## src/rtl/heightmap_vertex_normal_top_defines.svh

```systemverilog
// ----------------------------------------------------------------------------
// Heightmap vertex normal: assertion macros
// Concurrent checks on clk_i with reset rst_ni, removable with NO_ASSERTIONS.
// ----------------------------------------------------------------------------
`ifndef HEIGHTMAP_VERTEX_NORMAL_TOP_DEFINES_SVH
`define HEIGHTMAP_VERTEX_NORMAL_TOP_DEFINES_SVH

`ifndef NO_ASSERTIONS
// Same-cycle implication.
`define HVN_ASSERT_IMP(name, ante, cons) \
  name: assert property (@(posedge clk_i) disable iff (!rst_ni) (ante) |-> (cons)) \
    else $error("hvn assertion failed");
// Next-cycle implication.
`define HVN_ASSERT_NXT(name, ante, cons) \
  name: assert property (@(posedge clk_i) disable iff (!rst_ni) (ante) |=> (cons)) \
    else $error("hvn assertion failed");
`else
`define HVN_ASSERT_IMP(name, ante, cons)
`define HVN_ASSERT_NXT(name, ante, cons)
`endif

`endif

```

## src/rtl/hvn_pkg.sv

```systemverilog
// ----------------------------------------------------------------------------
// hvn_pkg
// Types and constants shared by the heightmap vertex normal block.
// ----------------------------------------------------------------------------
`default_nettype none

package hvn_pkg;

  localparam int GRID_W = 9;
  localparam logic [GRID_W-1:0] GRID_RESET = 9'd256;
  localparam int HB_W   = 8;
  localparam int NORM_W = 16;

  localparam int DIFF_W = 9;      // difference of two height bytes
  localparam int LEN_W  = 18;     // squared length of a raw triangle normal
  localparam int ACC_W  = 24;     // sum of up to six Q.20 components
  localparam int MAG_W  = 24;
  localparam int SQ_W   = 48;     // sum of squares of the accumulator
  localparam int RES_W  = 21;     // rounded ratio, up to 2^20

  // Shared divide / square-root unit.
  localparam int DIV_STEPS = 45;
  localparam int NUM_W     = 46;
  localparam int WIDE_W    = SQ_W + DIV_STEPS;
  localparam int ROOT_W    = 23;
  localparam int SREM_W    = 26;
  localparam int CNT_W     = 6;
  localparam int TRI_SHIFT = 42;  // 2*20+2
  localparam int OUT_SHIFT = 30;  // 2*14+2

  localparam int NBR   = 9;
  localparam int SLOTS = 6;
  localparam logic [MAG_W-1:0] Y_MAG = 24'd16;

  localparam logic KIND_WRITE = 1'b0;
  localparam logic KIND_QUERY = 1'b1;

  localparam logic [1:0] COMP_X = 2'd0;
  localparam logic [1:0] COMP_Y = 2'd1;
  localparam logic [1:0] COMP_Z = 2'd2;

  typedef struct packed {
    logic            kind;
    logic [7:0]      pos_x;
    logic [7:0]      pos_z;
    logic [HB_W-1:0] height_byte;
  } hvn_in_t;

  typedef struct packed {
    logic signed [NORM_W-1:0] normal_x;
    logic signed [NORM_W-1:0] normal_y;
    logic signed [NORM_W-1:0] normal_z;
  } hvn_out_t;

  typedef enum logic [3:0] {
    ST_IDLE, ST_WRITE, ST_READ, ST_TRI_SEL, ST_TRI_LD, ST_R_GO, ST_R_WAIT,
    ST_SQ, ST_F_GO, ST_F_WAIT, ST_DONE
  } hvn_state_e;

  typedef enum logic [2:0] {
    RP_IDLE, RP_LOAD, RP_DIV, RP_ROOT, RP_DONE
  } hvn_rphase_e;

  typedef struct packed {
    logic       capture;
    logic       mem_wr;
    logic       rd_en;
    logic [3:0] rd_idx;
    logic       ld_h;
    logic [3:0] ld_idx;
    logic       acc_clr;
    logic       tri_ld;
    logic [2:0] slot;
    logic       r_start;
    logic       r_final;
    logic [1:0] comp;
    logic       acc_add;
    logic       sq_step;
    logic       res_ld;
    logic       out_push;
  } hvn_cmd_t;

  typedef struct packed {
    logic             in_kind;
    logic [SLOTS-1:0] slot_en;
    logic             r_done;
    logic             out_full;
  } hvn_stat_t;

  // Offsets of neighbor read idx within the 3x3 window: dx = idx / 3.
  function automatic logic [1:0] nbr_dx(input logic [3:0] idx);
    logic [1:0] r;
    case (idx)
      4'd0, 4'd1, 4'd2: r = 2'd0;
      4'd3, 4'd4, 4'd5: r = 2'd1;
      default:          r = 2'd2;
    endcase
    return r;
  endfunction

  // dz = idx % 3.
  function automatic logic [1:0] nbr_dz(input logic [3:0] idx);
    logic [1:0] r;
    case (idx)
      4'd0, 4'd3, 4'd6: r = 2'd0;
      4'd1, 4'd4, 4'd7: r = 2'd1;
      default:          r = 2'd2;
    endcase
    return r;
  endfunction

endpackage

`default_nettype wire

```

## src/rtl/hvn_ctrl.sv

```systemverilog
// ----------------------------------------------------------------------------
// hvn_ctrl
// Sequencer: window reads, triangle terms, final normalization, output.
// ----------------------------------------------------------------------------
`default_nettype none

module hvn_ctrl (
  input  logic               clk_i,
  input  logic               rst_ni,
  input  logic               in_valid_i,
  output logic               in_ready_o,
  input  logic               out_ready_i,
  input  hvn_pkg::hvn_stat_t stat_i,
  output hvn_pkg::hvn_cmd_t  cmd_o
);
  import hvn_pkg::*;

  hvn_state_e state_q, state_d;
  logic [3:0] cnt_q, cnt_d;
  logic [1:0] comp_q, comp_d;

  always_comb begin
    state_d = state_q;
    cnt_d   = cnt_q;
    comp_d  = comp_q;
    unique case (state_q)
      ST_IDLE: if (in_valid_i) begin
        state_d = (stat_i.in_kind == KIND_QUERY) ? ST_READ : ST_WRITE;
        cnt_d   = '0;
      end
      ST_WRITE: state_d = ST_IDLE;
      ST_READ: begin
        if (cnt_q == 4'(NBR)) begin
          state_d = ST_TRI_SEL;
          cnt_d   = '0;
        end else begin
          cnt_d = cnt_q + 4'd1;
        end
      end
      ST_TRI_SEL: begin
        if (cnt_q == 4'(SLOTS)) begin
          state_d = ST_SQ;
          comp_d  = COMP_X;
        end else if (stat_i.slot_en[cnt_q[2:0]]) begin
          state_d = ST_TRI_LD;
        end else begin
          cnt_d = cnt_q + 4'd1;
        end
      end
      ST_TRI_LD: begin
        state_d = ST_R_GO;
        comp_d  = COMP_X;
      end
      ST_R_GO: state_d = ST_R_WAIT;
      ST_R_WAIT: if (stat_i.r_done) begin
        if (comp_q == COMP_Z) begin
          state_d = ST_TRI_SEL;
          cnt_d   = cnt_q + 4'd1;
        end else begin
          state_d = ST_R_GO;
          comp_d  = comp_q + 2'd1;
        end
      end
      ST_SQ: begin
        if (comp_q == COMP_Z) begin
          state_d = ST_F_GO;
          comp_d  = COMP_X;
        end else begin
          comp_d = comp_q + 2'd1;
        end
      end
      ST_F_GO: state_d = ST_F_WAIT;
      ST_F_WAIT: if (stat_i.r_done) begin
        if (comp_q == COMP_Z) begin
          state_d = ST_DONE;
        end else begin
          state_d = ST_F_GO;
          comp_d  = comp_q + 2'd1;
        end
      end
      ST_DONE: if (!stat_i.out_full || out_ready_i) begin
        state_d = ST_IDLE;
      end
      default: state_d = ST_IDLE;
    endcase
  end

  always_comb begin
    cmd_o        = '0;
    cmd_o.rd_idx = cnt_q;
    cmd_o.ld_idx = cnt_q - 4'd1;
    cmd_o.slot   = cnt_q[2:0];
    cmd_o.comp   = comp_q;
    in_ready_o   = 1'b0;
    unique case (state_q)
      ST_IDLE: begin
        in_ready_o    = 1'b1;
        cmd_o.capture = in_valid_i;
      end
      ST_WRITE: cmd_o.mem_wr = 1'b1;
      ST_READ: begin
        cmd_o.rd_en   = (cnt_q != 4'(NBR));
        cmd_o.ld_h    = (cnt_q != 4'd0);
        cmd_o.acc_clr = (cnt_q == 4'(NBR));
      end
      ST_TRI_SEL: ;
      ST_TRI_LD: cmd_o.tri_ld = 1'b1;
      ST_R_GO:   cmd_o.r_start = 1'b1;
      ST_R_WAIT: cmd_o.acc_add = stat_i.r_done;
      ST_SQ:     cmd_o.sq_step = 1'b1;
      ST_F_GO: begin
        cmd_o.r_start = 1'b1;
        cmd_o.r_final = 1'b1;
      end
      ST_F_WAIT: begin
        cmd_o.r_final = 1'b1;
        cmd_o.res_ld  = stat_i.r_done;
      end
      ST_DONE: cmd_o.out_push = !stat_i.out_full || out_ready_i;
      default: ;
    endcase
  end

  always_ff @(posedge clk_i or negedge rst_ni) begin
    if (!rst_ni) begin
      state_q <= ST_IDLE;
      cnt_q   <= '0;
      comp_q  <= COMP_X;
    end else begin
      state_q <= state_d;
      cnt_q   <= cnt_d;
      comp_q  <= comp_d;
    end
  end

endmodule

`default_nettype wire
```

## config.mk

```make
export PLATFORM = sky130hd
export DESIGN_NAME = hvn_ctrl
export DESIGN_NICKNAME = d
export VERILOG_FILES = /design/src/rtl/heightmap_vertex_normal_top_defines.svh /design/src/rtl/hvn_pkg.sv /design/src/rtl/hvn_ctrl.sv
export SDC_FILE = /design/constraint.sdc
export NUM_CORES = 1
export LEC_CHECK = 0
export BUFFER_PORTS_ARGS = -buffer_cell sky130_fd_sc_hd__buf_2
export CORE_MARGIN = 2
export CORE_UTILIZATION = 45
export DETAILED_ROUTE_END_ITERATION = 12
export PLACE_DENSITY = 0.73
export SETUP_SLACK_MARGIN = 0.5
export SLEW_MARGIN = 25
export SYNTH_ARGS = -nofsm -noshare
export SYNTH_HDL_FRONTEND = slang
export SYNTH_SLANG_ARGS = --single-unit
```

## constraint.sdc

```tcl
create_clock -name clk_i -period 2.2 [get_ports clk_i]
set_clock_uncertainty 0.05 [all_clocks]
set_input_delay 0.11 -clock clk_i [delete_from_list [all_inputs] [get_ports clk_i]]
set_output_delay 0.11 -clock clk_i [all_outputs]
set_load 0.02 [all_outputs]
```

==> metrics.yaml <==
status: "completed"
areaGrowthSynthToFinish_pct: 59.8
yosysSeqAreaShare_pct: 21.9
cp.required_ps: 2310
ioPinCount: 39
grt_usage_pct: 26.2
path_clk_slew_ps: 80
max-slew-margin-rel_pct: 72.5
grt_overflow: 0
finalHoldViolCount: 0
ys_top_cells_by_area: "dfrtp_1 22%, ha_1 7.7%, o21ai_0 5.2%"
ant_nets: 0
arrival_ps: 2010
dr.first_iter.drc_count: 38
die_w_um: 54.4
dieArea_um2: 2960
async_reset_ff_share_pct: 100
tns_ps: 0
initial_core_util_pct: 46.6
ys_top_cells_by_count: "15 x nor2_1, 12 x o21ai_0, 11 x inv_1"
synth_edf_count: 0
stdcell_count: 233
drc_errors: 0
busiest_layer: "met2"
clock_path_buffers: 2
syn_area_per_cell_um2: 8.30
period_minus_slack_ps: 1900
grt_antenna_before_repair: 0
yosys_warnings: 0
fmax_ghz: 0.525
place_inst: 203
ys_seq_elements: 10
use_met2_pct: 46.0
seqCellArea_um2: 260
port_buffers: 38
worstRegToRegCells: 5
core-area_um2: 2450
num_antenna_cells: 0
finalPower_w: 0.00258
clock_latency_ps: 270
synth_ff_type: "dfrtp_1"
drive_gt1_share_pct: 61.1
r2r_slack_ps: 300
drv_slew: 0
syn_area_um2: 1140
root_buffer: "clkbuf_4"
cts_tree: "yes"
syn-instance-count: 138
synth_top_cell_area_share_pct: 21.9
grt_util_met3_pct: 4.64
cts_sinks: 10
hp-class: "input port to asynchronous set/reset pin"
total_leakage_power_nw: 0.872
via_per_inst: 5.63
final_nets: 224
yosysMostFrequentCell: "nor2_1"
path_class: "flip-flop to flip-flop"
drt-total-wl_um: 4050
cap_violations: 0
vdd_drop_max_v: 0.000990
start_kind: "flip-flop"
wl_per_cell_um: 17.4
vias: 1311
multi_input_area_um2: 970
grt_setup_unrepaired: "yes"
dpl.hpwl_um: 2390
die_h_um: 54.4
syn-num-nets: 158
n_fill_cell: 169
setup_viol: 0
grt_pass1_wl_um: 5440
grt_use_met1_pct: 32.2
cts_buffers: 3
synth_top_area_cell: "dfrtp_1"
powerDensity_nw_per_um2: 1410
critPathCaptureType: "flip-flop"
worst-path-max-fanout: 6
place_congestion: 0.941
final_util_pct: 74.5
drt_pass1_iterations: 4
tightest_slew_ps: 409
period_share_pct: 86.5
htreeDepth: 1
grt_max_degree: 12
grt_pass1_vias: 1192
ys_types: 40
rows: 18
-- per-stage QoR --
step,setup WS [ps],cell area [um2],hold WS (ps)
floorplan,240,1170,-236
global placement,268,1380,-67.2
detailed placement,214,1380,-62.0
CTS,392,1640,178
global route,257,1830,183
finish,296,1830,172
-- critical path, cell delays in order, from the launching register on --
cell     delay [ps]
dfrtp_2         460
mux2i_1         260
nor3_1          100
o31a_1          320
or2_4           300
mux2_4          300
-- final timing paths --
path / start / to
max: cnt_q[2] / cnt_q[0]
min: rst_ni / cnt_q[3]
max reg2reg: cnt_q[2] / cnt_q[0]
min reg2reg: comp_q[0] / comp_q[0]
max in group asynchronous: rst_ni / cnt_q[0]
min in group clk_i: stat_i[8] / state_q[0]
-- cells by family after synthesis --
logic type      after synthesis  share of synthesized area, %
simple gates                 55                          26.1
compound gates               33                          23.0
fa+ha+maj                     7                          7.65
mux                           9                          9.62
xor+xnor                      2                          1.53
buf+inv                      22                          10.3
flops                        10                          21.9
-- timing repair --
item | 4_1_cts | 5_1_grt
pin swaps | 8 | 6
hold endpoints to repair | 10 | 0
setup endpoints to repair | 16 | 22
gates cloned | 0 | 0
buffers inserted | 18 | 7
gates resized for setup | 20 | 33
hold buffers | 1 | 0
-- state kept, by name, indices dropped and copies added, names as in the netlist --
signal and count:
comp_q 2, state_q 4, cnt_q 4
-- routing by layer --
metal | vias to the layer above | wire, um
met5 | - | 0
met4 | 0 | 100
met3 | 10 | 235
met2 | 67 | 2080
met1 | 614 | 1630
li1 | 620 | -
-- report_power, final --
part	internal, W	switching (W)
combinational	0.000945	0.00108
sequential	0.000255	0.000130
clock	0.000101	0.0000729
-- cell type report --
class	instances	area share [%]
Multi-Input combinational cell	106	53.0
Sequential cell	10	14.2
Inverter	11	2.60
Clock buffer	4	1.98
Timing Repair Buffer	72	26.1
Tap cell	30	2.05
-- cells in the final DEF, fill, tap and decap left out, types with 2 or more instances in the layout --
cell type,count
nor3_2,2
dfrtp_2,8
ha_1,3
nand3_1,2
nor2b_1,5
mux2_4,4
clkbuf_4,3
buf_2,32
buf_4,35
o21ai_0,9
ha_4,3
dfrtp_1,2
a32oi_2,2
o21ai_1,2
mux2i_1,5
nor3_1,5
and2_1,3
inv_1,6
nand2b_4,2
a22oi_1,2
nor4_4,2
nand2_1,8
xor2_1,2
buf_6,4
a21oi_1,4
nor2_1,15
inv_2,3
Note: power is estimated with default switching activity, not from simulation.
